## src/design/mbfe_pkg.sv

```systemverilog
// Shared types and constants for the mask boundary face extractor.
// Used by every module of the block; no dependencies.
`default_nettype none

package mbfe_pkg;

  // Fixed field widths
  localparam int DIM_W      = 11;  // grid size registers and row/column counters
  localparam int VTX_W      = 22;  // vertex index
  localparam int ROWBASE_W  = 21;  // first vertex index of the current row
  localparam int LBL_W      = 8;   // patch label on the output side
  localparam int IN_DATA_W  = 8;   // in_tdata: cell_label
  localparam int OUT_DATA_W = 80;  // out_tdata: three vertices and label, padded
  localparam int CFG_ADDR_W = 2;
  localparam int CFG_DATA_W = 11;

  // Configuration register indexes
  localparam logic [CFG_ADDR_W-1:0] REG_GRID_WIDTH   = 2'd0;
  localparam logic [CFG_ADDR_W-1:0] REG_GRID_HEIGHT  = 2'd1;
  localparam logic [CFG_ADDR_W-1:0] REG_BOTTOM_LABEL = 2'd2;
  localparam logic [CFG_ADDR_W-1:0] REG_SIDE_LABEL   = 2'd3;

  // Register values after reset
  localparam logic [DIM_W-1:0] RST_GRID_WIDTH   = 11'd1;
  localparam logic [DIM_W-1:0] RST_GRID_HEIGHT  = 11'd1;
  localparam logic [LBL_W-1:0] RST_BOTTOM_LABEL = 8'd10;
  localparam logic [LBL_W-1:0] RST_SIDE_LABEL   = 8'd11;

  // Input kind codes
  localparam logic KIND_CELL = 1'b0;
  localparam logic KIND_PAD  = 1'b1;

  // Faces in emission order
  typedef enum logic [2:0] {
    FACE_TOP    = 3'd0,
    FACE_BOTTOM = 3'd1,
    FACE_LEFT   = 3'd2,
    FACE_RIGHT  = 3'd3,
    FACE_FRONT  = 3'd4,
    FACE_BACK   = 3'd5
  } face_t;

  localparam int NUM_FACES = 6;

  // Corner codes per triangle: bit0 x offset, bit1 y offset, bit2 top plane
  localparam logic [2:0] FACE_CORNERS [12][3] = '{
    '{3'd4, 3'd5, 3'd7}, '{3'd4, 3'd7, 3'd6},  // top
    '{3'd0, 3'd3, 3'd1}, '{3'd0, 3'd2, 3'd3},  // bottom
    '{3'd0, 3'd4, 3'd2}, '{3'd4, 3'd6, 3'd2},  // left
    '{3'd3, 3'd5, 3'd1}, '{3'd5, 3'd3, 3'd7},  // right
    '{3'd0, 3'd1, 3'd5}, '{3'd0, 3'd5, 3'd4},  // front
    '{3'd7, 3'd3, 3'd2}, '{3'd6, 3'd7, 3'd2}   // back
  };

  // Front-end state
  typedef enum logic {
    FS_IDLE = 1'b0,
    FS_EVAL = 1'b1
  } front_state_t;

  // Effective geometry and labels, from the configuration registers
  typedef struct packed {
    logic [DIM_W-1:0] width;         // clamped grid width
    logic [DIM_W-1:0] height;        // clamped grid height
    logic [DIM_W:0]   row_step;      // width + 1
    logic [VTX_W-1:0] plane;         // (width + 1) * (height + 1), wrapped
    logic [LBL_W-1:0] bottom_label;
    logic [LBL_W-1:0] side_label;
  } geom_t;

  // One cell that emits triangles, handed from the front to the back
  typedef struct packed {
    logic [VTX_W-1:0] base;       // row base + column
    logic [LBL_W-1:0] top_label;  // the cell's own label
    logic [3:0]       sides;      // exposed faces: back, front, right, left
  } cell_desc_t;

endpackage

`default_nettype wire

```

## src/design/mbfe_fifo.sv

```systemverilog
// Two-entry queue of cell descriptors between the front and back ends.
// Depends on mbfe_pkg.
`default_nettype none

module mbfe_fifo import mbfe_pkg::*; (
  input  wire logic       clk,
  input  wire logic       rst_n,
  input  wire logic       push,
  input  wire cell_desc_t wr_data,
  output logic            full,
  input  wire logic       pop,
  output cell_desc_t      rd_data,
  output logic            empty
);

  cell_desc_t entry_r [2];
  logic       wr_ptr_r, rd_ptr_r;
  logic [1:0] count_r;

  always_comb begin
    full    = (count_r == 2'd2);
    empty   = (count_r == 2'd0);
    rd_data = entry_r[rd_ptr_r];
  end

  // Advance pointers and occupancy
  always_ff @(posedge clk) begin
    if (!rst_n) begin
      wr_ptr_r <= 1'b0;
      rd_ptr_r <= 1'b0;
      count_r  <= '0;
    end else begin
      if (push) wr_ptr_r <= ~wr_ptr_r;
      if (pop)  rd_ptr_r <= ~rd_ptr_r;
      case ({push, pop})
        2'b10:   count_r <= count_r + 1'b1;
        2'b01:   count_r <= count_r - 1'b1;
        default: count_r <= count_r;
      endcase
    end
  end

  // Store pushed descriptors
  always_ff @(posedge clk) begin
    if (push) entry_r[wr_ptr_r] <= wr_data;
  end

endmodule

`default_nettype wire

```

## config.mk

```make
export PLATFORM = sky130hd
export DESIGN_NAME = mbfe_fifo
export DESIGN_NICKNAME = d
export VERILOG_FILES = /design/src/design/mbfe_pkg.sv /design/src/design/mbfe_fifo.sv
export SDC_FILE = /design/constraint.sdc
export NUM_CORES = 1
export LEC_CHECK = 0
export CORE_AREA = 2 2 137 72
export CTS_BUF_LIST = sky130_fd_sc_hd__clkbuf_16
export CTS_CLUSTER_SIZE = 25
export DETAILED_ROUTE_END_ITERATION = 8
export DIE_AREA = 0 0 139 74
export DONT_BUFFER_PORTS = 1
export MAX_ROUTING_LAYER = met4
export PLACE_DENSITY_LB_ADDON = 0.2
export SETUP_SLACK_MARGIN = 0.2
export SLEW_MARGIN = 20
export SYNTH_ARGS = -nofsm -noshare
export SYNTH_HDL_FRONTEND = slang
export SYNTH_SLANG_ARGS = --single-unit
```

## constraint.sdc

```tcl
create_clock -name clk -period 2.05 [get_ports clk]
set_clock_uncertainty 0.05 [all_clocks]
set_input_delay 0.1025 -clock clk [delete_from_list [all_inputs] [get_ports clk]]
set_output_delay 0.1025 -clock clk [all_outputs]
set_load 0.02 [all_outputs]
```

==> results.env <==
CRIT_REQUIRED_NS=1.90
HOLD-PATH-ENDPOINT='count_r[1]$_SDFFE_PN0P_'
REG2REG_SLACK_NS=0.57
MAXCLOCKFREQUENCY_GHz=0.5807
CORE.ROWCOUNT=25
DPL_WORST_SLACK_NS=0.6432
WORSTMARGINPINSLEW_NS=0.4217
HOLD_CLASS='input pin to flip-flop'
RUN_STATUS='complete, no violations'
IO_BUFFERS=0
AREA_GROWTH_PCT=31.64
CTS-BUFFERS-INSERTED=9
CRITICAL_PATH.ENDPOINT_TYPE='output port'
TIMING.MAX_SLEW.REL_SLACK=0.7188
PERIOD_NEEDED_NS=1.722
FINAL_CELL_MIX='sky130_fd_sc_hd__edfxtp_1, sky130_fd_sc_hd__dlygate4sd3_1, sky130_fd_sc_hd__mux2_2'
DP.CELLS=248
TIMING.CRITICAL_PATH.ARRIVAL_NS=1.57
H-TREE-DEPTH=3
FINAL_HOLD_VIOL_COUNT=0
SYN-CELL-AREA_UM2=2661
POST-ROUTE-CELL-AREA_UM2=3503
NUM_IO_PINS=74
GLOBAL_ROUTE_OVERFLOW=0
TRITONCTS='built'
PLACE.DETAILED.HPWL_UM=3161
CTS.ROOT.BUFFER_CELL='sky130_fd_sc_hd__clkbuf_16'
RR_ENDPOINT='wr_ptr_r$_SDFFE_PN0P_'
ROUTED_VIA_COUNT_DIVIDED_BY_CELL_COUNT=4.228
POSTSYNTHAREAPERCELL_UM2=20.79
LAUNCH_POINT_OF_THE_WORST_REG_TO_REG_PATH='wr_ptr_r$_SDFFE_PN0P_'
STDCELL_COUNT=303
TIMING.FINAL.SETUP_VIOLATIONS=0
SYNTH-WARNING-COUNT=0
SYNTH-SEQ-CELLS=73
FINAL-MAX-SLEW-VIOLATION-COUNT=0
FIRST_ITER_VIOLATIONS=82
ANTENNA_VIOLATING_NETS_POST_ROUTE=0
MAX-CAP-VIOLATIONS=0
START_UTIL=0.2914
ANTENNA-DIODE-COUNT=0
FINALWIRELENGTH_UM=4688
SYNTH_SEQUENTIAL_AREA_RATIO=0.8049
CRIT_TYPE='flip-flop to output port'
WORST_R2R_PATH_DEPTH=4
HOLD-PATH-CELL-COUNT=3
FIRSTDRTPASSITERS=2
SYNTHESIS.NETS=167
CHIPHEIGHT_UM=74
GRT_FIRST_PASS_WIRELENGTH_UM=7148
GRT_USE_TOTAL=0.1002
GP_ROUTABILITY_CONGESTION=0.6539
NET_COUNT_REPORTED_AT_FINISH=216
FIN_SETUP_TNS_NS=0
FLOORPLAN.DIE.WIDTH_UM=139
GRT_PASS1_VIAS=1380
CTS.CLK_SLEW.WORST_PATHS_NS=0.05
ROUTED-VIA-COUNT=1281
GRT_ANTENNA_BEFORE_REPAIR=0
WORST_SKEW_LATE_LATENCY_NS=0.32
POST_ROUTE_CELLS_DRIVE_ABOVE_1_SHARE=0.3022
POWER.DENSITY_CELL_AREA_nW_PER_UM2=981.9
CLOCK_PATH_BUFFERS=2
FIN_UTIL=0.3836
PATH_MAX_FANOUT=20
POST_SYNTH_NUM_CELL_TYPES=16
PIN_COUNT_OF_THE_BIGGEST_NET_ENTERING_GLOBAL_ROUTING=21
P_LEAK_nW=1.188
SYN-INSTANCE-COUNT=128
FIN_WORST_HOLD_SLACK_NS=0.1008
CTS_SINKS=73
ROUTED_WIRE_LENGTH_PER_INSTANCE_UM=15.47
DESIGN.CORE.AREA_UM2=9134
MIN_FROM='pop'
DIE_AR_UM2=10290
GRT_SETUP_UNREPAIRED='false'
FINAL_COMMON_CELL='sky130_fd_sc_hd__edfxtp_1'
PERIOD_SHARE=0.8400
PLACEMENT.CELL_AREA_UM2=2863
CRITPATHLAUNCHTYPE='flip-flop'
DRC=0
TIMING.FINAL.WS_SETUP_NS=0.3280
POST-LAYOUT-TOTAL-POWER_mW=3.440
IRDROPWORSTVDD_mV=0.3848
[area by class of cell]
cell class,count,area (um^2)
inverters,1,3.754
multi-input cells,50,504.2
well taps,121,151.4
fillers,836,5630
flip-flops and latches,73,2143
repair buffers,42,445.4
clock inverters,7,30.03
clock buffers,9,225.2
[worst max-delay path, stage by stage (launching register included)]
cell and delay, ns:
sky130_fd_sc_hd__dfxtp_2 0.59, sky130_fd_sc_hd__buf_12 0.22, sky130_fd_sc_hd__mux2_2 0.42
[state kept, by name (all words and copies together), names as in the netlist, named ones only]
name / flops
count_r: 2
entry_r: 68
rd_ptr_r: 1
wr_ptr_r: 1
[synth_stat cells]
library cell               count  area [um^2]
sky130_fd_sc_hd__a21boi_1      1        7.510
sky130_fd_sc_hd__and2_1        4        25.02
sky130_fd_sc_hd__and2b_2       1        8.760
sky130_fd_sc_hd__buf_2         4        20.02
sky130_fd_sc_hd__dfxtp_1       5        100.1
sky130_fd_sc_hd__edfxtp_1     68         2042
sky130_fd_sc_hd__ha_1          1        12.51
sky130_fd_sc_hd__inv_1         1        3.750
sky130_fd_sc_hd__mux2_2       34        382.9
sky130_fd_sc_hd__nor2_1        2        7.510
sky130_fd_sc_hd__nor2b_1       1        6.260
sky130_fd_sc_hd__o21a_1        1        7.510
sky130_fd_sc_hd__o21ai_0       1        5.000
sky130_fd_sc_hd__or3_1         1        6.260
sky130_fd_sc_hd__xnor2_1       2        17.52
sky130_fd_sc_hd__xor2_1        1        8.760
[worst max path at each step]
| stage | start | endpoint | slack (ns) | cells past startpoint |
|---|---|---|---|---|
| 2_1_floorplan | wr_ptr_r$_SDFFE_PN0P_ | entry_r[0][0]$_DFFE_PP_ | 0.36 | 1 |
| 3_3_place_gp | wr_ptr_r$_SDFFE_PN0P_ | entry_r[1][5]$_DFFE_PP_ | 0.68 | 2 |
| 3_5_place_dp | wr_ptr_r$_SDFFE_PN0P_ | entry_r[1][10]$_DFFE_PP_ | 0.64 | 2 |
| 4_1_cts | wr_ptr_r$_SDFFE_PN0P_ | wr_ptr_r$_SDFFE_PN0P_ | 0.24 | 4 |
| 5_1_grt | flip-flop | rd_data[18] | 0.24 | 2 |
| 6_report | flip-flop | rd_data[18] | 0.33 | 2 |
[metal layers]
metal / track usage / up-vias / share of wire
li1: - / 592 / -
met1: 0.1143 / 628 / 0.46
met2: 0.1445 / 51 / 0.45
met3: 0.06182 / 10 / 0.077
met4: 0.03816 / 0 / 0.014
met5: - / - / 0
[repair_timing]
item,in CTS,in global routing
gates resized for setup,0,0
hold endpoints to repair,73,0
hold buffers,37,0
setup endpoints to repair,0,1
buffers inserted,0,2
[power breakdown]
part,switching [mW],internal (mW),leakage (nW),total [mW]
clock,0.517,0.792,0.136,1.31
combinational,0.213,0.162,0.372,0.375
sequential,0.0357,1.72,0.680,1.76
total,0.766,2.67,1.19,3.44
[logic make-up (layout without fill, tap and decap cells)]
family | Yosys count | in the layout | synth area share
AO/OA/AOI/OAI | 3 | 3 | 0.007523
XOR/XNOR | 3 | 3 | 0.009875
adder cells (fa/ha/maj) | 1 | 1 | 0.004701
buffers and inverters | 5 | 59 | 0.008932
flip-flops | 73 | 73 | 0.8049
multiplexers | 34 | 34 | 0.1439
AND/OR/NAND/NOR | 9 | 9 | 0.02022
Note: power is estimated with default switching activity, not from simulation.
