$ cat config.mk
export PLATFORM = sky130hd
export DESIGN_NAME = mbfe_back
export DESIGN_NICKNAME = d
export VERILOG_FILES = /design/src/design/mbfe_pkg.sv /design/src/design/mbfe_back.sv
export SDC_FILE = /design/constraint.sdc
export NUM_CORES = 1
export LEC_CHECK = 0
export BUFFER_PORTS_ARGS = -buffer_cell sky130_fd_sc_hd__buf_2
export CAP_MARGIN = 15
export CORE_ASPECT_RATIO = 1.75
export CORE_MARGIN = 3
export CORE_UTILIZATION = 37
export CTS_CLUSTER_DIAMETER = 100
export DETAILED_ROUTE_END_ITERATION = 10
export GPL_TIMING_DRIVEN = 0
export PLACE_DENSITY = 0.54
export SLEW_MARGIN = 15
export SYNTH_ARGS = -nofsm -noshare
export SYNTH_HDL_FRONTEND = slang
export SYNTH_SLANG_ARGS = --single-unit
export TNS_END_PERCENT = 20
$ cat constraint.sdc
create_clock -name clk -period 8.5 [get_ports clk]
set_input_delay 2.125 -clock clk [delete_from_list [all_inputs] [get_ports clk]]
set_output_delay 2.125 -clock clk [all_outputs]
set_load 0.1 [all_outputs]
$ cat src/design/mbfe_pkg.sv
// Shared types and constants for the mask boundary face extractor.
// Used by every module of the block; no dependencies.
`default_nettype none

package mbfe_pkg;

  // Fixed field widths
  localparam int DIM_W      = 11;  // grid size registers and row/column counters
  localparam int VTX_W      = 22;  // vertex index
  localparam int ROWBASE_W  = 21;  // first vertex index of the current row
  localparam int LBL_W      = 8;   // patch label on the output side
  localparam int IN_DATA_W  = 8;   // in_tdata: cell_label
  localparam int OUT_DATA_W = 80;  // out_tdata: three vertices and label, padded
  localparam int CFG_ADDR_W = 2;
  localparam int CFG_DATA_W = 11;

  // Configuration register indexes
  localparam logic [CFG_ADDR_W-1:0] REG_GRID_WIDTH   = 2'd0;
  localparam logic [CFG_ADDR_W-1:0] REG_GRID_HEIGHT  = 2'd1;
  localparam logic [CFG_ADDR_W-1:0] REG_BOTTOM_LABEL = 2'd2;
  localparam logic [CFG_ADDR_W-1:0] REG_SIDE_LABEL   = 2'd3;

  // Register values after reset
  localparam logic [DIM_W-1:0] RST_GRID_WIDTH   = 11'd1;
  localparam logic [DIM_W-1:0] RST_GRID_HEIGHT  = 11'd1;
  localparam logic [LBL_W-1:0] RST_BOTTOM_LABEL = 8'd10;
  localparam logic [LBL_W-1:0] RST_SIDE_LABEL   = 8'd11;

  // Input kind codes
  localparam logic KIND_CELL = 1'b0;
  localparam logic KIND_PAD  = 1'b1;

  // Faces in emission order
  typedef enum logic [2:0] {
    FACE_TOP    = 3'd0,
    FACE_BOTTOM = 3'd1,
    FACE_LEFT   = 3'd2,
    FACE_RIGHT  = 3'd3,
    FACE_FRONT  = 3'd4,
    FACE_BACK   = 3'd5
  } face_t;

  localparam int NUM_FACES = 6;

  // Corner codes per triangle: bit0 x offset, bit1 y offset, bit2 top plane
  localparam logic [2:0] FACE_CORNERS [12][3] = '{
    '{3'd4, 3'd5, 3'd7}, '{3'd4, 3'd7, 3'd6},  // top
    '{3'd0, 3'd3, 3'd1}, '{3'd0, 3'd2, 3'd3},  // bottom
    '{3'd0, 3'd4, 3'd2}, '{3'd4, 3'd6, 3'd2},  // left
    '{3'd3, 3'd5, 3'd1}, '{3'd5, 3'd3, 3'd7},  // right
    '{3'd0, 3'd1, 3'd5}, '{3'd0, 3'd5, 3'd4},  // front
    '{3'd7, 3'd3, 3'd2}, '{3'd6, 3'd7, 3'd2}   // back
  };

  // Front-end state
  typedef enum logic {
    FS_IDLE = 1'b0,
    FS_EVAL = 1'b1
  } front_state_t;

  // Effective geometry and labels, from the configuration registers
  typedef struct packed {
    logic [DIM_W-1:0] width;         // clamped grid width
    logic [DIM_W-1:0] height;        // clamped grid height
    logic [DIM_W:0]   row_step;      // width + 1
    logic [VTX_W-1:0] plane;         // (width + 1) * (height + 1), wrapped
    logic [LBL_W-1:0] bottom_label;
    logic [LBL_W-1:0] side_label;
  } geom_t;

  // One cell that emits triangles, handed from the front to the back
  typedef struct packed {
    logic [VTX_W-1:0] base;       // row base + column
    logic [LBL_W-1:0] top_label;  // the cell's own label
    logic [3:0]       sides;      // exposed faces: back, front, right, left
  } cell_desc_t;

endpackage

`default_nettype wire

$ cat src/design/mbfe_back.sv
// Back end: walks the faces of one descriptor, two triangles per face,
// and drives the registered result channel.
// Depends on mbfe_pkg.
`default_nettype none

module mbfe_back import mbfe_pkg::*; (
  input  wire logic                  clk,
  input  wire logic                  rst_n,
  input  wire geom_t                 geom,
  input  wire cell_desc_t            desc,
  input  wire logic                  empty,
  output logic                       pop,
  output logic                       out_valid,
  input  wire logic                  out_ready,
  output logic [OUT_DATA_W-1:0]      out_data,
  output logic                       out_last
);

  cell_desc_t cur_r;
  logic       busy_r;
  face_t      face_r, face_nxt;
  logic       tri_r;

  logic                  out_valid_r;
  logic [OUT_DATA_W-1:0] out_data_r;
  logic                  out_last_r;

  logic [NUM_FACES-1:0] face_en;
  logic                 has_next;
  logic                 slot_free;
  logic                 fire;
  logic                 last_tri;
  logic [3:0]           tri_idx;
  logic [VTX_W-1:0]     vtx [3];
  logic [LBL_W-1:0]     label;

  // Corner code to vertex index
  function automatic logic [VTX_W-1:0] corner_vertex(
    input logic [VTX_W-1:0] base,
    input logic [2:0]       code,
    input logic [DIM_W:0]   row_step,
    input logic [VTX_W-1:0] plane
  );
    logic [VTX_W-1:0] v;
    v = base + VTX_W'(code[0]);
    if (code[1]) v = v + VTX_W'(row_step);
    if (code[2]) v = v + plane;
    return v;
  endfunction

  // Find the next face to emit after the current one
  always_comb begin
    face_en  = {cur_r.sides, 2'b11};
    has_next = 1'b0;
    face_nxt = face_r;
    for (int g = NUM_FACES - 1; g >= 0; g--) begin
      if (g > int'(face_r) && face_en[g]) begin
        has_next = 1'b1;
        face_nxt = face_t'(g);
      end
    end
  end

  // Build the current triangle
  always_comb begin
    tri_idx = {face_r, tri_r};
    for (int c = 0; c < 3; c++) begin
      vtx[c] = corner_vertex(cur_r.base, FACE_CORNERS[tri_idx][c], geom.row_step,
                             geom.plane);
    end
    case (face_r)
      FACE_TOP:    label = cur_r.top_label;
      FACE_BOTTOM: label = geom.bottom_label;
      default:     label = geom.side_label;
    endcase
    last_tri  = tri_r && !has_next;
    slot_free = !out_valid_r || out_ready;
    fire      = busy_r && slot_free;
    pop       = !busy_r && !empty;
  end

  // Walk faces and triangles
  always_ff @(posedge clk) begin
    if (!rst_n) begin
      busy_r <= 1'b0;
      face_r <= FACE_TOP;
      tri_r  <= 1'b0;
    end else if (pop) begin
      busy_r <= 1'b1;
      face_r <= FACE_TOP;
      tri_r  <= 1'b0;
    end else if (fire) begin
      if (last_tri) begin
        busy_r <= 1'b0;
      end else if (tri_r) begin
        face_r <= face_nxt;
        tri_r  <= 1'b0;
      end else begin
        tri_r <= 1'b1;
      end
    end
  end

  // Latch the descriptor being walked
  always_ff @(posedge clk) begin
    if (pop) cur_r <= desc;
  end

  // Output register: hold until taken
  always_ff @(posedge clk) begin
    if (!rst_n) begin
      out_valid_r <= 1'b0;
    end else if (fire) begin
      out_valid_r <= 1'b1;
    end else if (out_ready) begin
      out_valid_r <= 1'b0;
    end
  end

  always_ff @(posedge clk) begin
    if (fire) begin
      out_data_r <= {{(OUT_DATA_W - 3*VTX_W - LBL_W){1'b0}}, label, vtx[2], vtx[1], vtx[0]};
      out_last_r <= last_tri;
    end
  end

  assign out_valid = out_valid_r;
  assign out_data  = out_data_r;
  assign out_last  = out_last_r;

endmodule

`default_nettype wire

==> results of run 1 <==
## metal layers
layer  global-route usage, %  up-vias  share of wire, %
li1                        -     4949                 -
met5                       0        -             0.036
met2                    42.0      267                55
met4                    14.7        2               6.9
met1                    21.5     4677                34
met3                    3.41       93               3.8
## layout make-up
| type | instances | area share (%) |
|---|---|---|
| Sequential cell | 115 | 25.7 |
| Buffer | 50 | 1.96 |
| Inverter | 27 | 0.768 |
| Clock buffer | 17 | 3.22 |
| Timing Repair Buffer | 169 | 7.05 |
| Multi-Input combinational cell | 1070 | 56.7 |
| Clock inverter | 15 | 0.948 |
| Tap cell | 382 | 3.62 |
## cell families (layout without fill, tap and decap cells)
kind of cell	Yosys count	count (layout)	synth area share, %
adder cells (fa/ha/maj)	128	128	14.7
AO/OA/AOI/OAI	311	311	16.9
multiplexers	41	41	4.01
AND/OR/NAND/NOR	415	415	17.6
other	1	6	0.0335
buffers and inverters	77	278	3.22
XOR/XNOR	169	169	13.2
flip-flops	115	115	30.3
## final timing paths
check,start,end,slack [ps],depth (start not counted)
min reg2reg,busy_r,out_valid,600,1
min,busy_r,out_valid,600,1
max reg2reg,face_r[0],out_data[64],710,27
max,face_r[0],out_data[64],710,27
## critical path, cell delays in order, from the launching register on
cell and delay [ps]:
dfxtp_1 390, clkbuf_1 330, buf_1 560, a21oi_1 80, a21oi_1 150, ha_1 420
ha_1 280, nand3_2 280, nor2_1 220, xor2_1 320, ha_1 350, a21o_1 200
or4_1 390, nor3_1 210, o41ai_1 180, a21oi_1 420, nor2b_1 110, xnor2_1 440
ha_1 370, a21oi_1 260, nor2_1 80, a21oi_1 120, nand2_1 60, a31oi_1 540
o21ai_0 210, a21oi_1 200, xnor2_1 80, mux2_2 250
## synthesized netlist by cell type, types with 3 or more instances
cell type / number
nor3_1: 29
a211oi_1: 13
xor2_1: 61
nor2b_1: 12
nand4_1: 11
a31oi_1: 8
o21ai_0: 84
edfxtp_1: 109
nand2_1: 141
buf_4: 13
a21o_1: 29
inv_1: 26
o21bai_1: 8
mux2_2: 31
or2_2: 7
clkbuf_1: 27
nand3_2: 3
or4_1: 3
nand2b_1: 12
or3_1: 11
nor2_1: 120
dfxtp_1: 6
buf_2: 6
o31ai_1: 9
nand3_1: 23
xnor2_1: 108
nor4_1: 9
mux2i_1: 10
o41ai_1: 3
fa_1: 6
and3_1: 10
and4_1: 3
or2_1: 3
and2_1: 3
o21a_1: 15
a31o_2: 3
o211ai_1: 8
a21oi_1: 104
ha_1: 121
a2111oi_0: 4
## through the flow
stage	cells	utilization (%)	instance area, um2
global placement	1808	42.3	12500
floorplan	1262	-	11200
detailed placement	1813	42.7	12600
global route	1845	44.6	13200
finish	1845	44.6	13200
CTS	1845	44.6	13200
## state kept, by name (all words and copies together) (netlist names)
register / cells
out_data: 74
cur_r: 34
face_r: 3
busy_r: 1
out_last: 1
out_valid: 1
tri_r: 1
## power by group through the flow
stage | Sequential, uW | Clock (uW) | Combinational (uW)
after floorplan | 1090 | 0 | 566
after global placement | 748 | 0 | 1160
after detailed placement | 744 | 0 | 1170
after CTS | 733 | 677 | 1180
after global routing | 736 | 705 | 1260
final | 731 | 664 | 1180
==> results.json, run 1 <==
{
  "p_clk_share_pct": 25.8,
  "layout_common_cells": "buf_2 (170), nand2_1 (141), ha_1 (121)",
  "netlist_top_cells_area": "edfxtp_1 (29%), ha_1 (14%), xnor2_1 (8.4%), xor2_1 (4.8%), nand2_1 (4.7%)",
  "cts_buffers": 17,
  "ys_types": 74,
  "holdWs_ps": 602,
  "chipWidth_um": 138,
  "synth-seq-area-share_pct": 30.3,
  "startpoint_type": "register",
  "grt_use_total_pct": 22.3,
  "ant_nets": 0,
  "portBuffers": 164,
  "synth-edff-count": 109,
  "die_area_um2": 32500,
  "grt_pass1_wl_mm": 54.3,
  "netlist_instances": 1257,
  "holdBufCountCts": 0,
  "cts-resized-gates": 0,
  "maxCapViolations": 0,
  "worst_pin_slew_ps": 1010,
  "start_util_pct": 37.8,
  "h-tree-depth": 4,
  "leakagePower_uw": 0.00533,
  "via_per_inst": 5.41,
  "p_int_uw": 1450,
  "ys_warn_count": 0,
  "avgSynthCellArea_um2": 8.91,
  "vdd.ir_drop.worst_v": 0.000137,
  "vias": 9988,
  "rsz0062_at_grt": "no",
  "multiInputGateArea_um2": 7480,
  "synth_top_area_share_pct": 29.2,
  "hold_class": "register to register",
  "post_cts_buffers": 0,
  "cts_tree": "yes",
  "grt_remaining_overflow": 0,
  "cts_sinks": 115,
  "period_needed_ps": 7790,
  "critPathCaptureType": "register",
  "antenna_found_initial": 1,
  "clk_latency_ps": 440,
  "swShare_pct": 43.7,
  "wl_mm": 35.8,
  "cts_buffer_depth": 2,
  "synth-seq-cells": 115,
  "status": "finished, final reports clean",
  "report.final.slew_viol_count": 0,
  "area_growth_pct": 17.8,
  "grt_pass1_vias": 9950,
  "async_reset_ff_share_pct": 0,
  "seq_power_share_pct": 28.4,
  "slew_headroom_pct": 32.4,
  "fill_cells": 2944,
  "crit_type": "register to register",
  "route.detailed.drc": 0,
  "final_common_cell": "buf_2",
  "dp_hpwl_mm": 30.1,
  "setup-tns-final_ps": 0,
  "setup_ws_ps": 705,
  "die_h_um": 236,
  "core_area_um2": 29600,
  "drt_iter0_markers": 491,
  "wire_per_inst_um": 19.4,
  "drive_gt1_share_pct": 18.9,
  "rows": 83,
  "arrival_ps": 7980,
  "clockRootBuffer": "clkbuf_16",
  "grt_max_degree": 30,
  "p_switching_uw": 1120,
  "setup_violations": 0,
  "diodes": 0,
  "finalCritPeriodShare_pct": 91.7,
  "firstDrtPassIters": 5,
  "clk_pin_slew_worst_paths_ps": 60,
  "combPwrFrac_pct": 45.8,
  "cp_max_fo": 10,
  "p_per_area_nw_per_um2": 195,
  "syn_area_um2": 11200,
  "io_pins": 193,
  "finalPower_uw": 2570,
  "regArea_um2": 3390,
  "nets": 1687,
  "finalHoldViolations": 0,
  "routabilityCongestion": 0.917,
  "fmax_ghz": 0.128,
  "synth_ff_type": "edfxtp_1",
  "synth_top_area_cell": "edfxtp_1",
  "dp_slack_ps": 785,
  "skew_ps": 13.8,
  "worstPathRequired_ps": 8690
}
Note: power is estimated with default switching activity, not from simulation.
==> run 2, diff against run 1 <==
- ABC_AREA: default -> 1
- PLACE_DENSITY: 0.54 -> 0.53
==> results.json, run 2 <==
{
  "hold_class": "register to register",
  "vias": 13200,
  "fmax_ghz": 0.168,
  "grt_remaining_overflow": 0,
  "antenna_found_initial": 0,
  "finalCritPeriodShare_pct": 70.1,
  "drt_iter0_markers": 718,
  "avgSynthCellArea_um2": 6.78,
  "drive_gt1_share_pct": 12.6,
  "dp_hpwl_mm": 41.5,
  "holdPathStages": 2,
  "largest_reg_flops": 74,
  "synth_compound_area_share_pct": 14.2,
  "grt_pass1_vias": 12700,
  "p_per_area_nw_per_um2": 183,
  "grt_pass1_wl_mm": 71.4,
  "clk_latency_ps": 450,
  "cts_buffer_depth": 2,
  "firstDrtPassIters": 5,
  "clk_pin_slew_worst_paths_ps": 50,
  "synth_mux_area_share_pct": 0.157,
  "final_common_cell": "nand2_1",
  "leakagePower_uw": 0.00716,
  "worstRegToRegCells": 35,
  "route.detailed.drc": 0,
  "netlist_instances": 1879,
  "dp_cells": 2505,
  "core_area_um2": 33900,
  "synth-seq-area-share_pct": 26.6,
  "io_pins": 193,
  "setup-tns-final_ps": 0,
  "crit_type": "register to register",
  "via_per_inst": 5.19,
  "synth_adder_area_share_pct": 12.8,
  "rsz0062_at_grt": "no",
  "ys_types": 50,
  "ys_warn_count": 0,
  "multiInputGateArea_um2": 8390,
  "synth-seq-cells": 115,
  "status": "finished, final reports clean",
  "arrival_ps": 6160,
  "worst_pin_slew_ps": 804,
  "yosysMostFrequentCell": "nand2_1",
  "period_needed_ps": 5960,
  "worstPathRequired_ps": 8700,
  "cts_tree": "yes",
  "area_growth_pct": 15.5,
  "layout_common_cells": "nand2_1 (562), inv_1 (220), buf_2 (167)",
  "wl_mm": 48.3,
  "cts_buffers": 17,
  "ant_nets": 0,
  "vdd.ir_drop.worst_v": 0.000157,
  "synth_top_family_by_area": "simple AND/OR/NAND/NOR gates",
  "rows": 89,
  "grt_max_degree": 52,
  "cp_max_fo": 7,
  "start_util_pct": 37.7,
  "grt_use_total_pct": 25.7,
  "report.final.slew_viol_count": 0,
  "synth_common_cells": "nand2_1 (562), inv_1 (221), nor2_1 (158)",
  "regArea_um2": 3390,
  "synth_simple_gate_area_share_pct": 32.9,
  "routabilityCongestion": 0.987,
  "post_cts_buffers": 0,
  "die_area_um2": 36800,
  "synth_top_area_cell": "edfxtp_1",
  "synth-xor-area-share_pct": 5.60,
  "fill_cells": 3719,
  "setup_violations": 0,
  "diodes": 0,
  "maxCapViolations": 0,
  "chipWidth_um": 146,
  "cpMaxStageDelayCell": "dfxtp_1",
  "clockRootBuffer": "clkbuf_16",
  "async_reset_ff_share_pct": 0,
  "synth-edff-count": 109,
  "cpPeakStageDelay_ps": 430,
  "portBuffers": 164,
  "critPathCaptureType": "register",
  "startpoint_type": "register",
  "netlist_top_cells_area": "edfxtp_1 (26%), nand2_1 (17%), ha_1 (12%), inv_1 (6.5%), nand3_1 (5.8%)",
  "cts_sinks": 115,
  "stdcell_count": 2535,
  "slew_headroom_pct": 46.2,
  "crit_top_cell": "nand2_1",
  "nets": 2306,
  "h-tree-depth": 4,
  "skew_ps": 7.39,
  "cts-resized-gates": 0,
  "holdBufCountCts": 0,
  "synth_ff_type": "edfxtp_1",
  "wire_per_inst_um": 19.1,
  "finalHoldViolations": 0,
  "syn_area_um2": 12700,
  "synth_top_area_share_pct": 25.7,
  "die_h_um": 252
}
[run 2: routing by layer]
layer	vias to the layer above	GRT usage, %	wire length (um)
li1	6635	-	-
met1	6022	26.6	18000
met2	404	47.5	24700
met3	108	2.79	1690
met4	0	19.1	3920
met5	-	0	0
[run 2: critical path, delay by kind of cell, from the launching register on]
family	cells	cell delay (ps)
AO/OA/AOI/OAI	2	230
buffers and inverters	4	330
adder cells (fa/ha/maj)	4	1080
XOR/XNOR	1	280
flip-flops	1	430
AND/OR/NAND/NOR	24	3370
[run 2: layout make-up]
class                      count  area share, %
clock inverter                 8          0.433
multi-input combinational   1515           57.0
inverter                     225           5.75
tap                          455           3.87
timing repair buffer         166           5.90
buffer                        29          0.952
clock buffer                  22           3.02
sequential                   115           23.1
[run 2: logic make-up after synthesis]
| kind of cell | Yosys count |
|---|---|
| AND/OR/NAND/NOR | 977 |
| AO/OA/AOI/OAI | 325 |
| buffers and inverters | 254 |
| adder cells (fa/ha/maj) | 127 |
| flip-flops | 115 |
| XOR/XNOR | 78 |
| multiplexers | 2 |
| other | 1 |
[run 2: stage by stage]
stage / area (um2) / hold slack (ps) / total power [uW] / setup slack (ps) / utilization, %
4_1_cts: 14700 / 514 / 2710 / 2570 / 43.5
5_1_grt: 14700 / 541 / 2840 / 1910 / 43.5
2_1_floorplan: 12800 / 462 / 1720 / 1530 / -
6_report: 14700 / 506 / 2700 / 2540 / 43.5
3_3_place_gp: 14200 / 486 / 2040 / 1210 / 41.8
3_5_place_dp: 14200 / 505 / 2040 / 2300 / 42.0
[run 2: power breakdown]
part           switching, uW  internal, uW  total [uW]
registers               24.8           716         741
logic                    963           341        1300
clock network            261           392         653
total                   1250          1450        2700
[run 2: path summary, 6_finish.rpt]
kind | startpoint | endpoint | slack (ps)
max reg2reg | face_r[0] | out_data[21] | 2540
min reg2reg | out_valid | out_valid | 510
min | out_valid | out_valid | 510
max | face_r[0] | out_data[21] | 2540
==> run 3, diff against run 2 <==
- PLACE_DENSITY: 0.53 -> 0.55
- clock period: 8.5 -> 5.11 ns (I/O delays scaled with it)
==> results.json, run 3 (synthesis results as in run 2) <==
{
  "nets": 2335,
  "cts_buffer_depth": 2,
  "worstPathRequired_ps": 5310,
  "crit_top_cell": "nand2_1",
  "worst_pin_slew_ps": 826,
  "slew_headroom_pct": 44.7,
  "final_common_cell": "nand2_1",
  "layout_common_cells": "nand2_1 (534), inv_1 (211), buf_2 (166)",
  "hold_class": "register to register",
  "grt_max_degree": 54,
  "die_area_um2": 36800,
  "setup_violations": 0,
  "clk_latency_ps": 450,
  "holdWs_ps": 487,
  "vdd.ir_drop.worst_v": 0.000255,
  "p_per_area_nw_per_um2": 296,
  "report.final.slew_viol_count": 0,
  "io_pins": 193,
  "skew_ps": 12.8,
  "drive_gt1_share_pct": 20.1,
  "via_per_inst": 5.15,
  "cts_buffers": 17,
  "crit_family": "simple AND/OR/NAND/NOR gates",
  "cp_max_fo": 8,
  "firstDrtPassIters": 5,
  "clockRootBuffer": "clkbuf_16",
  "startpoint_type": "register",
  "drt_iter0_markers": 646,
  "portBuffers": 164,
  "die_h_um": 252,
  "cpPeakStageDelay_ps": 310,
  "vias": 13200,
  "grt_pass1_vias": 13000,
  "antenna_found_initial": 0,
  "dp_hpwl_mm": 40.9,
  "cts_sinks": 115,
  "status": "finished, final reports clean",
  "period_needed_ps": 4930,
  "finalHoldViolations": 0,
  "diodes": 0,
  "fmax_ghz": 0.203,
  "largest_reg_flops": 74,
  "finalCritPeriodShare_pct": 96.5,
  "holdBufCountCts": 0,
  "routabilityCongestion": 0.969,
  "cts_tree": "yes",
  "chipWidth_um": 146,
  "crit_type": "register to register",
  "rows": 89,
  "setup-tns-final_ps": 0,
  "cpMaxStageDelayCell": "or2_2",
  "worstRegToRegCells": 37,
  "grt_use_total_pct": 25.6,
  "wire_per_inst_um": 18.9,
  "wl_mm": 48.4,
  "h-tree-depth": 4,
  "critical_path_cell_count": 37,
  "maxCapViolations": 0,
  "grt_pass1_wl_mm": 71.6,
  "critPathCaptureType": "register",
  "holdPathStages": 2,
  "arrival_ps": 5130,
  "ant_nets": 0,
  "timing.critical_path.buf_inv": 7,
  "fin_util_pct": 46.7,
  "clk_pin_slew_worst_paths_ps": 50,
  "fill_cells": 3559,
  "core_area_um2": 33900,
  "route.detailed.drc": 0,
  "area_growth_pct": 24.1,
  "finalPower_uw": 4690,
  "start_util_pct": 37.7,
  "grt_remaining_overflow": 0,
  "leakagePower_uw": 0.00748
}
[run 3: cell types whose count changed in the layout (fill, tap and decap cells not counted), moves of 11 or more]
cell / before / now
nand2_2: 12 / 33
ha_1: 121 / 93
nand2_1: 562 / 534
ha_4: 0 / 21
buf_4: 7 / 37
nor2_1: 157 / 143
o21ai_0: 124 / 108
xor2_1: 52 / 39
a21oi_1: 120 / 109
[run 3: repair_timing]
action,in CTS,in global routing
gates resized for setup,63,125
pin swaps,12,34
setup buffers,7,23
endpoints found under the setup margin,33,41
[run 3: metrics by stage]
stage | cell area (um2) | setup WS (ps) | instances
finish | 15800 | 181 | 2565
global route | 15800 | -53.0 | 2565
CTS | 15100 | -37.9 | 2542
detailed placement | 14200 | -837 | 2505
global placement | 14200 | -844 | 2503
floorplan | 12800 | 661 | 1884
[run 3: final cells by class]
cell class / count / area, um2 / share of cell area [%]
clock buffers: 24 / 452 / 2.85
repair buffers: 196 / 1090 / 6.91
inverters: 225 / 855 / 5.40
flip-flops and latches: 115 / 3400 / 21.5
clock inverters: 7 / 108 / 0.680
plain buffers: 28 / 143 / 0.901
multi-input cells: 1515 / 9200 / 58.2
well taps: 455 / 569 / 3.60
[run 3: worst min-delay path, cell delays in order, from the launching register on]
cell and delay (ps):
dfxtp_1 300, nand2_1 80, a21oi_1 60
[run 3: worst paths after layout]
kind,from,endpoint,slack (ps)
worst max-delay path,face_r[2],out_data[21],180
worst min-delay path,out_valid,out_valid,490
worst max register to register,face_r[2],out_data[21],180
worst min register to register,out_valid,out_valid,490
[run 3: where the power goes]
group	switching (uW)	leakage (uW)	internal, uW
sequential	39.7	0.00108	1190
combinational	1650	0.00613	631
clock	422	0.000271	756
[run 3: per-layer routing]
layer  global-route usage, %  up-vias  part of all wire (%)  wire length, um
met3                    3.23      128                   3.8             1840
li1                        -     6682                     -                -
met1                    26.5     6015                    37            17800
met2                    46.7      397                    51            24500
met5                       0        -                     0                0
met4                    19.6        0                   8.7             4220
